--- config.mk ---
export PLATFORM = sky130hd
export DESIGN_NAME = isi_blend
export DESIGN_NICKNAME = d
export VERILOG_FILES = /design/src/hw/rtl/isi_pkg.sv /design/src/hw/rtl/isi_blend.sv
export SDC_FILE = /design/constraint.sdc
export NUM_CORES = 1
export LEC_CHECK = 0
export ABC_AREA = 0
export BUFFER_PORTS_ARGS = -buffer_cell sky130_fd_sc_hd__buf_2
export CAP_MARGIN = 10
export CORE_UTILIZATION = 35
export DETAILED_ROUTE_END_ITERATION = 6
export SLEW_MARGIN = 20
export SYNTH_ARGS = -nofsm -noshare
export SYNTH_HDL_FRONTEND = slang
export SYNTH_SLANG_ARGS = --single-unit
export TNS_END_PERCENT = 10
--- constraint.sdc ---
create_clock -name vclk -period 11.25
set_input_delay 1.125 -clock vclk [all_inputs]
set_output_delay 1.125 -clock vclk [all_outputs]
set_load 0.05 [all_outputs]
--- src/hw/rtl/isi_pkg.sv ---
// package for the image scale interpolator: constants and shared types
package isi_pkg;

  localparam int unsigned MaxSide   = 256;
  localparam int unsigned SideW     = $clog2(MaxSide);
  localparam int unsigned FracBits  = 16;
  localparam int unsigned StepW     = 23;
  localparam int unsigned CoordW    = 12;
  localparam int unsigned PosW      = CoordW + StepW;
  localparam int unsigned SizeW     = SideW + 1;
  localparam int unsigned BankDepth = (MaxSide / 2) * (MaxSide / 2);
  localparam int unsigned BankAw    = 2 * SideW - 2;
  localparam int unsigned AddrW     = 3;

  typedef enum logic [AddrW-1:0] {
    REG_MODE       = 3'd0,
    REG_STEP_X     = 3'd1,
    REG_STEP_Y     = 3'd2,
    REG_SRC_WIDTH  = 3'd3,
    REG_SRC_HEIGHT = 3'd4
  } reg_idx_e;

  typedef enum logic {
    CMD_LOAD    = 1'b0,
    CMD_REQUEST = 1'b1
  } cmd_e;

  typedef struct packed {
    logic              mode;
    logic [StepW-1:0]  step_x;
    logic [StepW-1:0]  step_y;
    logic [SideW-1:0]  last_x;
    logic [SideW-1:0]  last_y;
  } cfg_t;

  typedef struct packed {
    logic [7:0] r;
    logic [7:0] g;
    logic [7:0] b;
  } rgb_t;

  // horizontal/vertical edge handling derived per request
  typedef struct packed {
    logic             mode;
    logic             right;
    logic             bottom;
    logic [FracBits-1:0] u;
    logic [FracBits-1:0] v;
  } ctl_t;

endpackage

--- src/hw/rtl/isi_blend.sv ---
// one channel blend: a*(1-w)+b*w truncated to integer
module isi_blend import isi_pkg::*; (
  input  logic [7:0]          a_i,
  input  logic [7:0]          b_i,
  input  logic [FracBits-1:0] w_i,
  output logic [7:0]          y_o
);

  logic [FracBits:0]   wc;
  logic [FracBits+8:0] s;

  assign wc  = (FracBits+1)'(1 << FracBits) - {1'b0, w_i};
  assign s   = ({{(FracBits+1){1'b0}}, a_i} * {8'd0, wc}) +
               ({{(FracBits+1){1'b0}}, b_i} * {9'd0, w_i});
  assign y_o = s[FracBits+7:FracBits];

endmodule

==> out/metrics.yaml <==
run_status:
  status: "finished, final reports clean"
routing:
  drt_wl_total_mm: 17.6
  drc_errors: 0
  vias: 5768
  drt_iter0_markers: 246
  dr.pass1.iters: 4
  drt-wirelength-per-cell_um: 14.2
  viasPerCell: 4.64
  drt.antenna.violating_nets: 0
sta:
  setup_violations: 0
  rsz0062_at_grt: "no"
  period_share_pct: 86.5
  setup_tns_ns: 0
  timing.fmax_mhz: 103
  drv_slew: 0
  slew_headroom_pct: 36.5
  hold_viol_final: 0
  fin_crit_ns: 9.73
  tightest_slew_ns: 0.946
global_route:
  grt_pass1_vias: 6315
  antenna_found_initial: 0
  grt_max_degree: 19
  grt_pass1_wl_mm: 30.6
  grt-ovfl-total: 0
  track_usage_pct: 15.9
worst_setup_path:
  cp-start-kind: "input port"
  worstPathMaxFanout: 12
  cp-end-kind: "primary output"
  setup.worst_path.class: "input port to primary output"
  arrival_ns: 8.60
  cp.required_ns: 10.13
clock_network:
  cts_resized: 0
  cts_setup_buffers: 0
  holdBufCountCts: 0
place:
  port-buffer-count: 40
  gp_congestion: 0.827
  dpl.hpwl_mm: 15.4
  placed_area_mm2: 0.00862
floorplanning:
  start_util_pct: 35.9
  die_h_um: 155
  die_x_um: 155
  coreArea_mm2: 0.0228
  pin_count: 40
  dieArea_mm2: 0.0240
  rows: 55
layout:
  seqCellArea_um2: 0
  area_growth_pct: 5.54
  diodes: 0
  drive_above_1_share_pct: 5.06
  clock_buffers: 0
  nets: 1244
  nFillCells: 2405
  seq_cells: 0
  fin_area_mm2: 0.00862
  multi_input_area_mm2: 0.00710
min_path:
  min_path_type: "input port to primary output"
  whs_path_depth: 5
  whs_endpoint: "y_o[7]"
  hp-start: "a_i[7]"
yosys:
  synth_top_area_share_pct: 52.0
  synthDistinctLibCells: 35
  syn_area_per_cell_um2: 8.84
  yosysWarnings: 0
  synth_area_leader_cell: "fa_1"
  syn_inst: 924
  synth_area_mm2: 0.00817
  synth-seq-area-share_pct: 0
  netlist_top_cells_area: "fa_1 52%, inv_1 11%, ha_1 11%, and2_1 10%, nand2_1 6.2%"
  synth_nets: 1237
run:
  cap_violations: 0
[Yosys cell counts]
library cell	instances
a31oi_1	1
nor2b_1	3
nor3_4	1
fa_1	212
nand2_2	1
o22ai_1	1
o21ba_2	1
a211oi_1	3
a21oi_1	11
o21bai_1	1
ha_1	69
o21ai_0	5
or4_1	2
or3_4	1
and2_1	132
a21o_1	4
xnor2_1	20
buf_6	1
nor2_1	8
or3_1	2
clkbuf_1	34
nor3_1	7
or3b_4	1
nor4_1	2
inv_1	247
nand2b_1	1
nand3_1	4
nor4_2	1
o21a_1	1
xnor2_2	1
o31a_1	1
nand2_1	134
a41oi_1	1
nand4_1	3
xor2_1	7
[metrics by stage]
step                      utilization (%)  hold WS [ns]  instances  setup slack (ns)
after floorplan                         -          2.73        924              1.93
after detailed placement             37.9          2.97       1242              1.58
final                                37.9          2.96       1242              1.52
after CTS                            37.9          2.97       1242              1.50
after global routing                 37.9          3.02       1242              1.08
after global placement               37.9          2.96       1242              1.64
[critical path, cell delays in order]
cell	delay, ns
buf_2	0.18
or3_1	0.41
or3b_4	0.44
or3_4	0.42
nor4_2	0.18
xnor2_1	0.44
nand2_1	0.18
fa_1	0.54
fa_1	0.51
fa_1	0.51
inv_1	0.06
fa_1	0.48
fa_1	0.49
inv_1	0.05
fa_1	0.47
inv_1	0.04
ha_1	0.31
a211oi_1	0.27
o22ai_1	0.13
a31oi_1	0.14
nand3_1	0.24
a41oi_1	0.38
nor2b_1	0.20
xnor2_1	0.13
buf_2	0.28
[area by class of cell]
| type | count | area share (%) |
|---|---|---|
| Inverter | 247 | 10.8 |
| Multi-Input combinational cell | 642 | 82.4 |
| Tap cell | 313 | 4.54 |
| Timing Repair Buffer | 40 | 2.32 |
[cell families (layout without fill, tap and decap cells)]
kind of cell | after synthesis | in the layout | synth area share [%]
and+or+nand+nor | 303 | 303 | 19.0
buffers and inverters | 282 | 287 | 13.0
xor gates and xnor gates | 28 | 28 | 3.09
AOI/OAI and AO/OA | 30 | 30 | 2.30
adders and majority gates | 281 | 281 | 62.5
[layer usage]
metal	track usage [%]	up-vias	routed length, um
met5	0	-	0
met4	3.72	0	478
met3	0.308	22	544
met2	29.5	132	9410
met1	20.5	2971	7140
li1	-	2643	-
[layout by cell type (no fill, tap or decap)]
cell type and n:
inv_1 247, fa_1 212, nand2_1 134, and2_1 132, ha_1 69, buf_2 40, xnor2_1 20, a21oi_1 11
nor2_1 8, nor3_1 7, xor2_1 7, o21ai_0 5, nand3_1 4, a21o_1 4, nand4_1 3, a211oi_1 3
nor2b_1 3, or3_1 2, or4_1 2, nor4_1 2, or3b_4 1, or3_4 1, nor3_4 1, nand2b_1 1
nor4_2 1, o21a_1 1, o22ai_1 1, a31oi_1 1, a41oi_1 1, nand2_2 1, xnor2_2 1, o21bai_1 1
o21ba_2 1, o31a_1 1
[how the worst max path moves through the flow]
stage,depth (start not counted),startpoint,slack (ns),endpoint
floorplan,24,w_i[4],1.93,y_o[7]
global placement,25,w_i[2],1.64,y_o[5]
finish,25,w_i[2],1.52,y_o[5]
global route,25,w_i[2],1.08,y_o[6]
CTS,25,w_i[2],1.50,y_o[5]
detailed placement,25,w_i[2],1.58,y_o[5]
Power is not shown: default switching activity piles up to over one toggle a cycle in this logic, so the estimate is an artifact.
