==> config.mk <==
export PLATFORM = sky130hd
export DESIGN_NAME = isi_regs
export DESIGN_NICKNAME = d
export VERILOG_FILES = /design/src/hw/rtl/isi_pkg.sv /design/src/hw/rtl/isi_regs.sv
export SDC_FILE = /design/constraint.sdc
export NUM_CORES = 1
export LEC_CHECK = 0
export BUFFER_PORTS_ARGS = -buffer_cell sky130_fd_sc_hd__buf_2
export CAP_MARGIN = 25
export CORE_MARGIN = 10
export CORE_UTILIZATION = 49
export DETAILED_ROUTE_END_ITERATION = 10
export PLACE_DENSITY = 0.8
export SYNTH_ARGS = -nofsm -noshare
export SYNTH_HDL_FRONTEND = slang
export SYNTH_SLANG_ARGS = --single-unit
==> constraint.sdc <==
create_clock -name clk_i -period 1.94 [get_ports clk_i]
set_input_delay 0.194 -clock clk_i [delete_from_list [all_inputs] [get_ports clk_i]]
set_output_delay 0.194 -clock clk_i [all_outputs]
set_load 0.02 [all_outputs]
==> src/hw/rtl/isi_pkg.sv <==
// package for the image scale interpolator: constants and shared types
package isi_pkg;

  localparam int unsigned MaxSide   = 256;
  localparam int unsigned SideW     = $clog2(MaxSide);
  localparam int unsigned FracBits  = 16;
  localparam int unsigned StepW     = 23;
  localparam int unsigned CoordW    = 12;
  localparam int unsigned PosW      = CoordW + StepW;
  localparam int unsigned SizeW     = SideW + 1;
  localparam int unsigned BankDepth = (MaxSide / 2) * (MaxSide / 2);
  localparam int unsigned BankAw    = 2 * SideW - 2;
  localparam int unsigned AddrW     = 3;

  typedef enum logic [AddrW-1:0] {
    REG_MODE       = 3'd0,
    REG_STEP_X     = 3'd1,
    REG_STEP_Y     = 3'd2,
    REG_SRC_WIDTH  = 3'd3,
    REG_SRC_HEIGHT = 3'd4
  } reg_idx_e;

  typedef enum logic {
    CMD_LOAD    = 1'b0,
    CMD_REQUEST = 1'b1
  } cmd_e;

  typedef struct packed {
    logic              mode;
    logic [StepW-1:0]  step_x;
    logic [StepW-1:0]  step_y;
    logic [SideW-1:0]  last_x;
    logic [SideW-1:0]  last_y;
  } cfg_t;

  typedef struct packed {
    logic [7:0] r;
    logic [7:0] g;
    logic [7:0] b;
  } rgb_t;

  // horizontal/vertical edge handling derived per request
  typedef struct packed {
    logic             mode;
    logic             right;
    logic             bottom;
    logic [FracBits-1:0] u;
    logic [FracBits-1:0] v;
  } ctl_t;

endpackage

==> src/hw/rtl/isi_regs.sv <==
// configuration register file with APB-style access
module isi_regs import isi_pkg::*; (
  input  logic                clk_i,
  input  logic                rst_ni,
  input  logic                psel,
  input  logic                penable,
  input  logic                pwrite,
  input  logic [4:0]          paddr,
  input  logic [31:0]         pwdata,
  output logic [31:0]         prdata,
  output logic                pready,
  output cfg_t                cfg_o
);

  logic             mode_q;
  logic [StepW-1:0] step_x_q, step_y_q;
  logic [SizeW-1:0] width_q, height_q;
  logic             wr_en;
  logic [AddrW-1:0] idx;

  assign pready = 1'b1;
  assign wr_en  = psel && penable && pwrite;
  assign idx    = paddr[4:2];

  always_ff @(posedge clk_i or negedge rst_ni) begin
    if (!rst_ni) begin
      mode_q   <= 1'b0;
      step_x_q <= StepW'(65536);
      step_y_q <= StepW'(65536);
      width_q  <= SizeW'(MaxSide);
      height_q <= SizeW'(MaxSide);
    end else if (wr_en && paddr[1:0] == 2'b00) begin
      unique case (idx)
        REG_MODE:       mode_q   <= pwdata[0];
        REG_STEP_X:     step_x_q <= pwdata[StepW-1:0];
        REG_STEP_Y:     step_y_q <= pwdata[StepW-1:0];
        REG_SRC_WIDTH:  width_q  <= pwdata[SizeW-1:0];
        REG_SRC_HEIGHT: height_q <= pwdata[SizeW-1:0];
        default: ;
      endcase
    end
  end

  always_comb begin
    prdata = '0;
    if (paddr[1:0] == 2'b00) begin
      unique case (idx)
        REG_MODE:       prdata = {31'd0, mode_q};
        REG_STEP_X:     prdata = {{(32-StepW){1'b0}}, step_x_q};
        REG_STEP_Y:     prdata = {{(32-StepW){1'b0}}, step_y_q};
        REG_SRC_WIDTH:  prdata = {{(32-SizeW){1'b0}}, width_q};
        REG_SRC_HEIGHT: prdata = {{(32-SizeW){1'b0}}, height_q};
        default:        prdata = '0;
      endcase
    end
  end

  function automatic logic [SideW-1:0] last_idx(input logic [SizeW-1:0] s);
    logic [SideW-1:0] r;
    if (s == '0) r = '0;
    else if (s > SizeW'(MaxSide)) r = SideW'(MaxSide - 1);
    else r = SideW'(s - SizeW'(1));
    return r;
  endfunction

  assign cfg_o.mode   = mode_q;
  assign cfg_o.step_x = step_x_q;
  assign cfg_o.step_y = step_y_q;
  assign cfg_o.last_x = last_idx(width_q);
  assign cfg_o.last_y = last_idx(height_q);

endmodule

==> results.json <==
{
  "criticalPathCategory": "flop to output pin",
  "drc": 0,
  "start_util": 0.497,
  "gr-usage-met1": 0.199,
  "grt.total_usage": 0.183,
  "ir_worst_vdd_v": 0.000598,
  "placementRows": 31,
  "die_height_microns": 105,
  "cts.clk_slew.worst_paths_ns": 0.07,
  "core_sq_um": 7180,
  "finalHoldViolCount": 0,
  "worst_ep_required_time_ns": 1.75,
  "synth_top_area_frac": 0.428,
  "hp-class": "input port to flop",
  "drt_pass1_iterations": 5,
  "cts-htree-levels": 3,
  "worst_setup_path_end_kind": "output pin",
  "synth_edf_count": 0,
  "grt_pass1_wl_mm": 16.7,
  "yosysWarnings": 0,
  "syn_avg_cell_area_sq_um": 11.2,
  "final_antenna_net_count": 0,
  "drt-vias-per-instance": 5.43,
  "cts.sinks": 65,
  "cts_made_buffers": 9,
  "synth_area_sq_um": 3570,
  "timing.final.crit_share": 1.03,
  "start_kind": "flop",
  "synth_flop_cell": "dfrtp_1",
  "crit_fanout": 6,
  "synthArstFlopShare": 1.00,
  "setup_viol": 9,
  "synth_cells": 320,
  "violations": "negative setup slack",
  "clk_path_buf_depth": 2,
  "relSlewSlack": 0.573,
  "synth_most_common_cell": "mux2_2",
  "die_w_microns": 105,
  "dieArea_sq_um": 11100,
  "rsz0062_at_grt": "yes",
  "tightest_slew_ns": 0.638,
  "grt_pass1_vias": 3242,
  "cts_tree": "yes",
  "drive_above_1_share": 0.592,
  "drv_slew": 0,
  "cap_violations": 0,
  "fin_util": 0.674,
  "top_usage_layer": "met2",
  "fin_skew_ns": 0,
  "wl_per_cell_microns": 18.4,
  "pin_count": 138,
  "syn2layout_area_growth_pct": 35.6,
  "ctsRootBufferMaster": "clkbuf_8",
  "seq_area_frac_synth": 0.457,
  "synth.largest_area_cell": "dfrtp_1",
  "synth-seq-cells": 65,
  "gp_congestion": 0.911,
  "routed_wl_mm": 10.4,
  "portBuffers": 118,
  "ys_top_cells_by_count": "67 x mux2_2, 61 x dfrtp_1, 30 x a22oi_1, 24 x nor2_1, 19 x a21oi_1",
  "power-per-cell-area_nw_per_um2": 861,
  "grt_max_degree": 66,
  "diodes": 0,
  "grtUsageMet2": 0.319,
  "fin_ws_ns": -0.0663,
  "yosys-top-cells-area": "dfrtp_1 43%, mux2_2 21%, a22oi_1 6.3%",
  "power_leakage_nw": 2.51,
  "status": "complete, but fails checks",
  "arrival_ns": 1.81,
  "layout_min_cycle_time_ns": 2.01,
  "drt_iter0_drc": 126,
  "layout.nets": 509,
  "grt.met3_usage": 0.0780,
  "power.total_mw": 4.17,
  "vias": 3080,
  "max_freq_mhz": 498,
  "ys_types": 48,
  "antenna_found_initial": 0,
  "insertion_delay_ns": 0.33,
  "grt.overflow.total": 0,
  "hpwl_mm": 7.43
}
## placed cells by master (no fill, tap or decap), types with 3 or more instances in the layout
cell / n
nand2_2: 5
buf_2: 108
dfstp_2: 4
nand3b_1: 4
o21ai_1: 4
a22oi_1: 30
dfrtp_2: 5
nor2_1: 22
nor3b_4: 3
nor3_1: 6
xor2_1: 3
conb_1: 10
inv_2: 4
nand2_1: 11
buf_4: 34
buf_6: 9
mux2_2: 67
ha_4: 4
a21oi_1: 17
dfrtp_1: 56
clkbuf_8: 10
## layer usage
layer / up-vias / share of wire / wire, microns
li1: 1442 / - / -
met1: 1502 / 0.37 / 3870
met2: 120 / 0.52 / 5390
met3: 16 / 0.096 / 1000
met4: 0 / 0.016 / 171
met5: - / 0 / 0
## cells by family (layout without fill, tap and decap cells)
kind of cell	count (synthesis)	count (layout)	share of synthesized area
and+or+nand+nor	72	72	0.117
xor gates and xnor gates	4	4	0.00982
adders and majority gates	6	6	0.0196
buffers and inverters	35	175	0.0526
other	2	10	0.00210
muxes	69	69	0.217
AOI/OAI and AO/OA	67	67	0.125
DFF	65	65	0.457
## layout make-up
| class | count | area (sq um) |
|---|---|---|
| clock buffer | 11 | 141 |
| clock inverter | 5 | 55.1 |
| fill | 545 | 2340 |
| inverter | 5 | 18.8 |
| multi-input combinational | 228 | 1920 |
| sequential | 65 | 1640 |
| tap | 99 | 124 |
| timing repair buffer | 154 | 947 |
## worst max-delay path, stage by stage, from the launching register on
cell and delay (ns):
dfrtp_1 0.40, inv_2 0.12, ha_4 0.15, nor3b_4 0.21
nand2_2 0.13, buf_6 0.14, o22a_1 0.19, buf_6 0.13
## sequential cells by signal (all words and copies together), names as in the netlist
| register | flops |
|---|---|
| mode_q | 1 |
| step_x_q | 23 |
| height_q | 9 |
| step_y_q | 23 |
| width_q | 9 |
## stage by stage
stage	area [sq um]	instances	worst slack (ns)	hold slack, ns	setup TNS [ns]
2_1_floorplan	3600	328	0.109	-0.102	0
3_3_place_gp	4340	537	0.125	0.231	0
3_5_place_dp	4340	537	0.0798	0.235	0
4_1_cts	4770	564	-0.0339	0.0797	-0.175
5_1_grt	4840	567	-0.156	0.0848	-1.71
6_report	4840	567	-0.0663	0.0975	-0.315
## final timing paths
kind / cells past startpoint / slack (ns) / startpoint / endpoint
worst min register to register: 1 / 0.53 / step_y_q[12] / step_y_q[12]
worst min-delay path: 2 / 0.1 / pwdata[21] / step_x_q[21]
worst max-delay path: 7 / -0.07 / height_q[1] / cfg_o[6]
max in group asynchronous: 3 / 1.23 / rst_ni / step_y_q[16]
worst max register to register: 2 / 0.95 / width_q[5] / width_q[5]
min in group asynchronous: 3 / 0.40 / rst_ni / step_y_q[11]
## report_power, final
| group | total [mW] | switching, mW | internal [mW] |
|---|---|---|---|
| Clock | 1.14 | 0.519 | 0.624 |
| Combinational | 1.44 | 0.772 | 0.665 |
| Sequential | 1.59 | 0.114 | 1.47 |
## timing repair
action                                 in CTS  in global routing
endpoints found under the hold margin      61                  0
resized for setup                          45                 15
pin swaps                                  12                  7
setup buffers                              10                  3
hold buffers                                1                  0
setup endpoints to repair                  16                 16
(Power assumes the default switching activity.)
